[src/rtl/core/gss_pkg.sv]
// Shared types and constants of the group sequence stamper.
package gss_pkg;

  // Sizing
  localparam int NUM_GROUPS = 16;
  localparam int MAX_FRAME  = 2048;
  localparam int POS_W      = $clog2(MAX_FRAME + 1);
  localparam int GID_W      = (NUM_GROUPS > 1) ? $clog2(NUM_GROUPS) : 1;
  localparam int CNT_W      = 64;

  typedef logic [POS_W-1:0] pos_t;
  typedef logic [GID_W-1:0] gid_t;
  typedef logic [CNT_W-1:0] cnt_t;

  // Frame layout (byte offsets from the start of the Ethernet header)
  localparam pos_t POS_UDP_SRC   = POS_W'(34);
  localparam pos_t POS_UDP_CSUM  = POS_W'(40);
  localparam pos_t POS_MAGIC     = POS_W'(42);
  localparam pos_t POS_PORT_COPY = POS_W'(50);
  localparam pos_t POS_SESSION   = POS_W'(52);
  localparam pos_t POS_COUNT     = POS_W'(60);
  localparam pos_t POS_GROUPS    = POS_W'(64);
  localparam pos_t POS_FRAME_END = POS_W'(MAX_FRAME);

  // Group entry: 4 ID bytes then 8 sequence bytes
  localparam logic [3:0] ENTRY_LAST = 4'd11;
  localparam logic [3:0] ID_LAST    = 4'd3;
  localparam logic [3:0] SEQ_FIRST  = 4'd4;

  // Configuration register indexes
  typedef logic [0:0] cfg_idx_t;
  localparam cfg_idx_t REG_SESSION_ID = 1'd0;
  localparam cfg_idx_t REG_MAGIC      = 1'd1;

  // Counter bank request
  typedef struct packed {
    logic inc;
    gid_t grp;
  } cnt_req_t;

  // One result item
  typedef struct packed {
    logic [7:0] data;
    logic       last;
    logic       fwd;
  } result_t;

endpackage

[src/rtl/core/gss_counters.sv]
// Per-group 64-bit sequence counters with read-increment-write.
module gss_counters (
  input  logic              clk,
  input  logic              rst_n,
  input  gss_pkg::cnt_req_t req,
  output gss_pkg::cnt_t     next_val
);

  gss_pkg::cnt_t cnt_r [gss_pkg::NUM_GROUPS];

  assign next_val = cnt_r[req.grp] + gss_pkg::CNT_W'(1);

  always_ff @(posedge clk) begin
    if (!rst_n) begin
      for (int i = 0; i < gss_pkg::NUM_GROUPS; i++) begin
        cnt_r[i] <= '0;
      end
    end else if (req.inc) begin
      cnt_r[req.grp] <= next_val;
    end
  end

endmodule

[src/rtl/core/gss_parse.sv]
// Frame position tracking, field capture and byte rewrite.
module gss_parse (
  input  logic              clk,
  input  logic              rst_n,
  input  logic              acc,
  input  logic [7:0]        in_byte,
  input  logic              in_last,
  input  logic [63:0]       session_id,
  input  logic [31:0]       magic,
  input  gss_pkg::cnt_t     cnt_next,
  output gss_pkg::cnt_req_t cnt_req,
  output gss_pkg::result_t  res
);

  gss_pkg::pos_t pos_r, pos_nxt;
  logic [15:0]   port_r, port_nxt;
  logic [31:0]   magic_r, magic_nxt;
  logic          ok_r, ok_nxt;
  logic [7:0]    left_r, left_nxt;
  logic [31:0]   gid_r, gid_nxt;
  gss_pkg::cnt_t stamp_r, stamp_nxt;
  logic [3:0]    k_r, k_nxt;
  logic [2:0]    sess_sel, seq_sel;

  assign sess_sel = 3'(pos_r - gss_pkg::POS_SESSION);
  assign seq_sel  = 3'(k_r - gss_pkg::SEQ_FIRST);

  always_comb begin
    pos_nxt   = pos_r;
    port_nxt  = port_r;
    magic_nxt = magic_r;
    ok_nxt    = ok_r;
    left_nxt  = left_r;
    gid_nxt   = gid_r;
    stamp_nxt = stamp_r;
    k_nxt     = k_r;
    cnt_req   = '0;
    res.data  = in_byte;
    res.last  = in_last;
    res.fwd   = 1'b0;

    if (acc) begin
      if (pos_r < gss_pkg::POS_FRAME_END) begin
        pos_nxt = pos_r + gss_pkg::POS_W'(1);
        if (pos_r == gss_pkg::POS_UDP_SRC) begin
          port_nxt = {in_byte, port_r[7:0]};
        end else if (pos_r == gss_pkg::POS_UDP_SRC + gss_pkg::POS_W'(1)) begin
          port_nxt = {port_r[15:8], in_byte};
        end else if (pos_r == gss_pkg::POS_UDP_CSUM ||
                     pos_r == gss_pkg::POS_UDP_CSUM + gss_pkg::POS_W'(1)) begin
          res.data = 8'h00;
        end else if (pos_r >= gss_pkg::POS_MAGIC &&
                     pos_r < gss_pkg::POS_MAGIC + gss_pkg::POS_W'(4)) begin
          magic_nxt = {in_byte, magic_r[31:8]};
          if (pos_r == gss_pkg::POS_MAGIC + gss_pkg::POS_W'(3)) begin
            ok_nxt = (magic_nxt == magic);
          end
        end else if (ok_r && pos_r == gss_pkg::POS_PORT_COPY) begin
          res.data = port_r[15:8];
        end else if (ok_r && pos_r == gss_pkg::POS_PORT_COPY + gss_pkg::POS_W'(1)) begin
          res.data = port_r[7:0];
        end else if (ok_r && pos_r >= gss_pkg::POS_SESSION &&
                     pos_r < gss_pkg::POS_SESSION + gss_pkg::POS_W'(8)) begin
          res.data = session_id[{sess_sel, 3'b000} +: 8];
        end else if (ok_r && pos_r == gss_pkg::POS_COUNT) begin
          left_nxt = in_byte;
        end else if (ok_r && pos_r >= gss_pkg::POS_GROUPS && left_r != 8'd0) begin
          // entry byte index runs continuously from the first entry
          k_nxt = (k_r == gss_pkg::ENTRY_LAST) ? 4'd0 : k_r + 4'd1;
          if (k_r < gss_pkg::SEQ_FIRST) begin
            gid_nxt = {in_byte, gid_r[31:8]};
            if (k_r == gss_pkg::ID_LAST) begin
              if (gid_nxt >= 32'(gss_pkg::NUM_GROUPS)) begin
                ok_nxt = 1'b0;
              end else begin
                cnt_req.inc = 1'b1;
                cnt_req.grp = gid_nxt[gss_pkg::GID_W-1:0];
                stamp_nxt   = cnt_next;
              end
            end
          end else begin
            res.data = stamp_r[{seq_sel, 3'b000} +: 8];
            if (k_r == gss_pkg::ENTRY_LAST) begin
              left_nxt = left_r - 8'd1;
            end
          end
        end
      end

      if (in_last) begin
        res.fwd   = ok_nxt && (pos_r >= gss_pkg::POS_GROUPS - gss_pkg::POS_W'(1));
        pos_nxt   = '0;
        port_nxt  = '0;
        magic_nxt = '0;
        ok_nxt    = 1'b0;
        left_nxt  = '0;
        gid_nxt   = '0;
        stamp_nxt = '0;
        k_nxt     = '0;
      end
    end
  end

  always_ff @(posedge clk) begin
    if (!rst_n) begin
      pos_r   <= '0;
      port_r  <= '0;
      magic_r <= '0;
      ok_r    <= 1'b0;
      left_r  <= '0;
      gid_r   <= '0;
      stamp_r <= '0;
      k_r     <= '0;
    end else begin
      pos_r   <= pos_nxt;
      port_r  <= port_nxt;
      magic_r <= magic_nxt;
      ok_r    <= ok_nxt;
      left_r  <= left_nxt;
      gid_r   <= gid_nxt;
      stamp_r <= stamp_nxt;
      k_r     <= k_nxt;
    end
  end

endmodule

[src/rtl/core/gss_out_buf.sv]
// Result register with a one-item skid stage.
module gss_out_buf (
  input  logic             clk,
  input  logic             rst_n,
  input  logic             push,
  input  gss_pkg::result_t push_data,
  output logic             full,
  output logic             out_valid,
  input  logic             out_stall,
  output gss_pkg::result_t out_data
);

  logic             out_valid_r;
  gss_pkg::result_t out_data_r;
  logic             skid_valid_r;
  gss_pkg::result_t skid_data_r;

  assign full      = skid_valid_r;
  assign out_valid = out_valid_r;
  assign out_data  = out_data_r;

  always_ff @(posedge clk) begin
    if (!rst_n) begin
      out_valid_r  <= 1'b0;
      skid_valid_r <= 1'b0;
    end else if (!out_valid_r || !out_stall) begin
      if (skid_valid_r) begin
        out_valid_r  <= 1'b1;
        out_data_r   <= skid_data_r;
        skid_valid_r <= 1'b0;
      end else begin
        out_valid_r <= push;
        out_data_r  <= push_data;
      end
    end else if (push) begin
      skid_valid_r <= 1'b1;
      skid_data_r  <= push_data;
    end
  end

endmodule

[src/rtl/core/group_sequence_stamper_core.sv]
// Top level of the group sequence stamper.
// Byte-serial rewriter for Ethernet/IPv4/UDP frames (IPv4 header fixed at 20 bytes).
// One byte item per clock while out_stall does not hold the results: each
// byte is rewritten combinationally and its result is registered; the
// longest path is the group counter read, 64-bit increment and write-back on
// the last group ID byte. A one-item skid stage behind the result register
// lets in_stall come from a register, so a byte can be taken while a result
// still waits. Sequenced frames get the UDP source port copied to frame
// bytes 50..51, the session ID at 52..59 and, per listed group, that group's
// incremented counter after the group ID; UDP checksum bytes are zeroed.
// out_forward on the last byte says whether the frame was sequenced.
// Write configuration through cfg_we/cfg_index/cfg_data while idle; the block does not enforce it.
module group_sequence_stamper_core (
  input  logic                  clk,
  input  logic                  rst_n,
  // input items
  input  logic                  in_valid,
  output logic                  in_stall,
  input  logic [7:0]            in_byte,
  input  logic                  in_last,
  // result items
  output logic                  out_valid,
  input  logic                  out_stall,
  output logic [7:0]            out_byte,
  output logic                  out_last,
  output logic                  out_forward,
  // configuration
  input  logic                  cfg_we,
  input  gss_pkg::cfg_idx_t     cfg_index,
  input  logic [63:0]           cfg_data
);

  logic              acc;
  logic [63:0]       session_id_r;
  logic [31:0]       magic_r;
  gss_pkg::cnt_req_t cnt_req;
  gss_pkg::cnt_t     cnt_next;
  gss_pkg::result_t  res;
  gss_pkg::result_t  out_res;

  assign acc = in_valid && !in_stall;

  // Configuration registers
  always_ff @(posedge clk) begin
    if (!rst_n) begin
      session_id_r <= '0;
      magic_r      <= '0;
    end else if (cfg_we) begin
      case (cfg_index)
        gss_pkg::REG_SESSION_ID: session_id_r <= cfg_data;
        gss_pkg::REG_MAGIC:      magic_r      <= cfg_data[31:0];
        default: ;
      endcase
    end
  end

  // Frame parser and rewrite
  gss_parse u_parse (
    .clk        (clk),
    .rst_n      (rst_n),
    .acc        (acc),
    .in_byte    (in_byte),
    .in_last    (in_last),
    .session_id (session_id_r),
    .magic      (magic_r),
    .cnt_next   (cnt_next),
    .cnt_req    (cnt_req),
    .res        (res)
  );

  // Group counters
  gss_counters u_counters (
    .clk      (clk),
    .rst_n    (rst_n),
    .req      (cnt_req),
    .next_val (cnt_next)
  );

  // Result register and skid
  gss_out_buf u_out_buf (
    .clk       (clk),
    .rst_n     (rst_n),
    .push      (acc),
    .push_data (res),
    .full      (in_stall),
    .out_valid (out_valid),
    .out_stall (out_stall),
    .out_data  (out_res)
  );

  assign out_byte    = out_res.data;
  assign out_last    = out_res.last;
  assign out_forward = out_res.fwd;

  // Skid holds an item only behind a full result register
  a_skid_behind_out: assert property (@(posedge clk) disable iff (!rst_n)
    in_stall |-> out_valid)
    else $error("skid occupied with result register empty");

  // Forward decision only rides on the last byte
  a_fwd_on_last: assert property (@(posedge clk) disable iff (!rst_n)
    (out_valid && out_forward) |-> out_last)
    else $error("forward set on a byte that is not last");

  // Counters move only for a taken item
  a_inc_on_accept: assert property (@(posedge clk) disable iff (!rst_n)
    cnt_req.inc |-> acc)
    else $error("counter increment without an accepted item");

endmodule

[config.mk]
export PLATFORM = sky130hd
export DESIGN_NAME = group_sequence_stamper_core
export DESIGN_NICKNAME = d
export VERILOG_FILES = /design/src/rtl/core/gss_pkg.sv /design/src/rtl/core/gss_counters.sv /design/src/rtl/core/gss_parse.sv /design/src/rtl/core/gss_out_buf.sv /design/src/rtl/core/group_sequence_stamper_core.sv
export SDC_FILE = /design/constraint.sdc
export NUM_CORES = 2
export LEC_CHECK = 0
export BUFFER_PORTS_ARGS = -buffer_cell sky130_fd_sc_hd__buf_2
export CORE_ASPECT_RATIO = 0.6
export CORE_MARGIN = 2
export CORE_UTILIZATION = 49
export CTS_CLUSTER_SIZE = 40
export DETAILED_ROUTE_END_ITERATION = 16
export GPL_TIMING_DRIVEN = 0
export SLEW_MARGIN = 15
export SYNTH_ARGS = -nofsm -noshare
export SYNTH_HDL_FRONTEND = slang
export SYNTH_HIERARCHICAL = 1
export SYNTH_SLANG_ARGS = --single-unit
[constraint.sdc]
create_clock -name clk -period 16.7 [get_ports clk]
set_clock_uncertainty 0.15 [all_clocks]
set_input_delay 4.175 -clock clk [delete_from_list [all_inputs] [get_ports clk]]
set_output_delay 4.175 -clock clk [all_outputs]
set_load 0.01 [all_outputs]
## Word-level counts from Yosys, hierarchy flattened

Memory sizes are Yosys's and may differ from the RTL's.
Index checks and enable logic that the tools add are counted.

| storage, ports and cells | value |
|---|---|
| bits in registers | 287 |
| latch bits | 0 |
| bits in writable memories | 1024 |
| ROM bits | 0 |
| input bits | 79 |
| output and inout port bits | 12 |
| logic and storage cells | 216 |
| memories kept | 1 |

Memories:

| name | words | bits a word | rd ports | clocked after Yosys merged registers in | wr ports | RTL line | RTL |
|---|---|---|---|---|---|---|---|
| u_counters.cnt_r | 16 | 64 | 1 | 0 | 16 | gss_counters.sv:9 | `gss_pkg::cnt_t cnt_r [gss_pkg::NUM_GROUPS];` |

| operators by class | value |
|---|---|
| $add $sub $neg | 6 |
| multipliers | 0 |
| divide/modulo/power cells | 0 |
| order comparisons | 9 |
| equality and inequality tests | 21 |
| shifts and indexed selects | 2 |
| mux-type cells | 116 |
| bitwise logic cells | 3 |
| reductions and logical operators | 39 |

Operators by type and width:

| cell | number |
|---|---|
| $mux W64 | 15 |
| $mux W32 | 18 |
| $mux W8 | 26 |
| $shiftx A64 B7 Y8 | 2 |
| $eq A12 B6 Y1 const B | 8 |
| $mux W5 | 14 |
| $add A64 B1 Y64 const B | 1 |
| $reduce_or A64 Y1 | 1 |
| $mux W4 | 13 |
| $mux W16 | 3 |
| $ge A12 B6 Y1 const B | 3 |
| $eq A32 B32 Y1 | 1 |
| $ge A32 B5 Y1 const B | 1 |
| $lt A12 B6 Y1 const B | 2 |
| $mux W1 | 24 |
| $mux W12 | 2 |
| $reduce_and A12 Y1 | 2 |
| $ne A2 B2 Y1 const B | 9 |
| $reduce_and A14 Y1 | 1 |
| $reduce_bool A2 Y1 | 7 |
| $add A12 B1 Y12 const B | 1 |
| $ge A12 B7 Y1 const B | 1 |
| $lt A12 B12 Y1 const B | 1 |
| $reduce_and A11 Y1 | 1 |
| 19 further kinds | 39 |

## Longest topological paths before layout

An unclocked memory read counts as a cell.

| depth | value |
|---|---|
| depth after elaboration | 31 |
| gate-level depth with buffers | 31 |
| gate-level depth less buffers | 21 |

## Modules after synthesis

Netlist, hierarchy kept.

By module, submodules not included:

| module | times used | cells each | area each (µm²) | seq. area each (µm²) |
|---|---|---|---|---|
| gss_counters | 1 | 3113 | 46051.7 | 30749.5 |
| gss_parse | 1 | 994 | 8334.2 | 3062.9 |
| group_sequence_stamper_core | 1 | 384 | 3822.4 | 1921.8 |
| gss_out_buf | 1 | 40 | 847.1 | 640.6 |

## Worst setup path before layout

No wires, ideal clock.

| path | value |
|---|---|
| path type | input -> register |
| start | input in_byte[5] |
| end | memory u_counters/cnt_r[2][58] (netlist name), data pin |
| setup time | 0.143 ns |
| arrival time | 9.480 ns |
| data required time | 16.407 ns |
| path slack | 6.927 ns |
| stages on the path | 26 |
| buffers on the path | 9 |
| cell sequence | clkbuf_1 -> nor4_1 -> nand3_1 -> nor3_1 -> nand4_1 -> nor3_1 -> and2_1 -> buf_6 -> buf_12 -> buf_8 -> buf_6 -> mux4_2 -> a22oi_1 -> nand2_1 -> clkbuf_1 -> ha_1 -> inv_1 -> o311a_1 -> nand4b_4 -> or4_4 -> nor4_4 -> buf_6 -> or3b_1 -> buf_6 -> buf_8 -> a21oi_2 |

RTL lines:

| what | RTL line | RTL |
|---|---|---|
| start, declared | group_sequence_stamper_core.sv:19 | `input logic [7:0] in_byte,` |
| end, declared | gss_counters.sv:9 |  |

==> qor.csv <==
stage,metric,value,unit
floorplan,design.die.area,123400,sq um
finish,fillerInstances,9889,
worst_hold_path,hold_path_depth,2,
worst_hold_path,hold_class,reg -> reg,
synth,syn_avg_cell_area,13.03,sq um
timing,fin_crit_sh,79.92,%
global_route,busiest_layer,met1,
global_route,grtUsageMet1,55.21,%
global_route,antenna_found_initial,14,
timing,fin_crit,13.35,ns
critical_path,required,17.16,ns
synth,synthTopCellsByArea,"edfxtp_1, mux4_2, dfxtp_1, nor2_1, nand2_1",
clock_network,clockBufferDepth,3,
worst_hold_path,min_to,u_parse/stamp_r[56],
power_and_ir_drop,p_leak,22.41,nW
finish,final_cell_area,66100,sq um
clock_network,clk_pin_slew,0.07,ns
clock_network,worstSkewPairLatency,0.76,ns
detailed_routing,wl,216.9,mm
placement,port-buffer-count,81,
global_route,first_global_vias,39072,
clock_network,cts_sinks,1295,
global_route,grt_first_pass_wirelength,300.7,mm
floorplan,start_util,49.50,%
detailed_routing,via_per_inst,6.639,
synth,synth_edf_count,1044,
detailed_routing,antenna_left,0,
power_and_ir_drop,peakVddDrop,0.08197,mV
detailed_routing,drtIter0Drc,7793,
timing,setup_viol_count_final,0,
run,max-cap-violations,0,
floorplan,die_w,452.2,microns
placement,place.gp.congestion,0.9501,
placement,hpwlAfterDp,149.9,mm
critical_path,cp_max_fo,10,
critical_path,rrSetupSlack,4.67,ns
critical_path,cp-start-kind,primary input,
detailed_routing,first_pass_iters,6,
global_route,track_usage,34.79,%
global_route,grt_max_degree,41,
timing,worstMarginPinSlew,1.383,ns
critical_path,endpoint_kind,register,
timing,whs,0.3031,ns
worst_hold_path,hold_start,u_parse/stamp_r[56],
critical_path,critical_path_class,in -> reg,
timing,slew_viol_final,0,
synth,syn_nets,4618,
finish,final_nets,4849,
synth,ys_top_cells_by_count,"edfxtp_1, nor2_1, nand2_1, a21oi_1, mux4_2",
synth,synth_top_area_cell,edfxtp_1,
critical_path,crit_arrival,13.81,ns
floorplan,ios,91,
clock_network,hold_buffers,0,
timing,final.setup.tns,0,ns
synth,seq_area_frac_synth,61.59,%
synth,synthCells,4531,
synth,synth_top_cell_area_share,53.09,%
clock_network,root_buffer,clkbuf_16,
global_route,grtUsageMet3,14.45,%
finish,drive_gt1_share,18.34,%
clock_network,postCtsSetupRepairBufs,0,
synth,ys.flop_type,edfxtp_1,
status,status,"complete, no violations",
timing,finalHoldViolations,0,
timing,fmax,74.93,MHz
finish,area_growth,11.94,%
floorplan,die_h,272.9,microns
clock_network,cts_htree_levels,3,
placement,dpl-instance-area,62230,sq um
detailed_routing,drc,0,
synth,synthArstFlopShare,0,%
critical_path,r2r_start,u_parse/pos_r[1],
timing,rsz0062_at_grt,no,
floorplan,coreArea,119300,sq um
floorplan,rows,98,
detailed_routing,vias,42938,
clock_network,cts_tree,yes,
critical_path,r2r_cells,30,
synth,ys_types,99,
power_and_ir_drop,finalPower,6.817,mW
synth,yosysMostFrequentCell,edfxtp_1,
global_route,overflow,0,
synth,ys_warn_count,6,
global_route,met2_usage,43.06,%
synth,netlist_area,59060,sq um
power_and_ir_drop,power_density,103.1,nW/um^2
synth,ys_ff_latch,1295,
timing,maxSlewHeadroom,7.814,%
clock_network,numCtsBuffers,119,
critical_path,worst_r2r_endpoint,u_parse/stamp_r[30],
clock_network,ctsResizeCount,0,
detailed_routing,post_drt_wl_per_cell,33.53,microns
registers in the layout, summed over array words and instances, names as in the netlist:
signal,cells
u_parse/left_r,8
u_parse/port_r,16
magic_r,32
u_parse/ok_r,1
u_parse/gid_r,24
session_id_r,64
u_parse/stamp_r,64
u_parse/pos_r,12
u_out_buf/skid_data_r,10
u_parse/magic_r,24
u_out_buf/out_valid,1
u_out_buf/full,1
u_out_buf/out_data,10
u_counters/cnt_r,1024
u_parse/k_r,4
cell usage in the layout (no fill, tap or decap), types with 10 or more instances in the layout:
cell and instances:
a21oi_1 304, a21oi_2 32, a22oi_1 123, a31o_2 22, and2_1 16, and3_1 15
and4_1 12, buf_1 13, buf_12 29, buf_16 13, buf_2 189, buf_4 35
buf_6 45, clkbuf_1 227, clkbuf_16 124, clkbuf_8 10, clkinv_1 31, clkinv_2 11
dfxtp_1 251, edfxtp_1 1044, inv_1 57, mux2i_1 102, mux4_1 31, mux4_2 269
nand2_1 416, nand2_4 16, nand3_1 108, nand4_1 45, nor2_1 825, nor3_1 20
nor4_1 23, o21ai_0 64, o21ai_1 30, or3_1 14, xnor2_1 18, xor2_1 60
cell families after synthesis:
family                     share of synthesized area, %
adders and majority gates                        0.1695
and+or+nand+nor                                   11.59
xor gates and xnor gates                          1.157
AOI/OAI and AO/OA                                 7.106
buffers and inverters                             4.731
DFF                                               61.59
muxes                                             13.65
how the worst max path moves through the flow:
stage | startpoint | to | slack [ns] | cells past startpoint
detailed placement | in_byte[5] | u_parse/stamp_r[62] | 2.77 | 23
floorplan | in_byte[5] | u_counters/cnt_r[2][58] | 6.93 | 26
CTS | in_byte[5] | u_parse/stamp_r[62] | 3.55 | 23
global route | in_byte[5] | u_parse/stamp_r[30] | 3.17 | 27
finish | in_byte[5] | u_parse/stamp_r[30] | 3.35 | 27
global placement | in_byte[5] | u_counters/cnt_r[1][3] | 0.71 | 18
report_power, final:
| part | switching, mW | internal (mW) | total (mW) |
|---|---|---|---|
| clock network | 1.25 | 1.52 | 2.77 |
| registers | 0.0477 | 3.62 | 3.66 |
| logic | 0.260 | 0.122 | 0.381 |
stage by stage:
step / instances / utilization (%) / setup WS [ns]
floorplan: 4531 / - / 6.927
global placement: 6212 / 51.52 / 0.7107
detailed placement: 6240 / 52.16 / 2.767
CTS: 6462 / 55.38 / 3.548
global route: 6464 / 55.40 / 3.170
finish: 6468 / 55.41 / 3.353
per-layer routing:
layer / vias to the layer above / wire length, microns
li1: 17265 / -
met4: 8 / 5644
met2: 3537 / 80800
met1: 21739 / 90540
met5: - / 59
met3: 389 / 39840
cell type report:
class / count / area [sq um] / share of cell area (%)
Clock buffer: 163 / 3349 / 5.067
Buffer: 426 / 2571 / 3.890
Clock inverter: 59 / 488.0 / 0.7382
Antenna cell: 5 / 12.51 / 0.01893
Sequential cell: 1295 / 36370 / 55.03
Multi-Input combinational cell: 2750 / 20040 / 30.32
Inverter: 60 / 225.2 / 0.3407
Tap cell: 1600 / 2002 / 3.028
Timing Repair Buffer: 110 / 1037 / 1.569
critical path, stage by stage:
cell	delay, ns
clkbuf_1	0.34
nor4_1	0.37
nand3_1	0.19
nor3_1	0.47
nand4_1	0.18
nor3_2	0.72
and2_1	0.27
nor2b_1	0.26
buf_2	0.46
buf_2	0.47
clkbuf_1	1.01
a22oi_1	0.17
nand2_1	0.36
clkbuf_1	0.44
ha_1	0.46
inv_1	0.07
o311a_1	0.44
nand4b_4	0.22
nor4_2	0.15
buf_4	0.23
buf_2	0.43
nand3_1	0.20
xor2_1	0.60
clkbuf_1	0.45
inv_1	0.35
nand3_1	0.17
o21ai_0	0.09
Power figures use the tool's default switching activity.
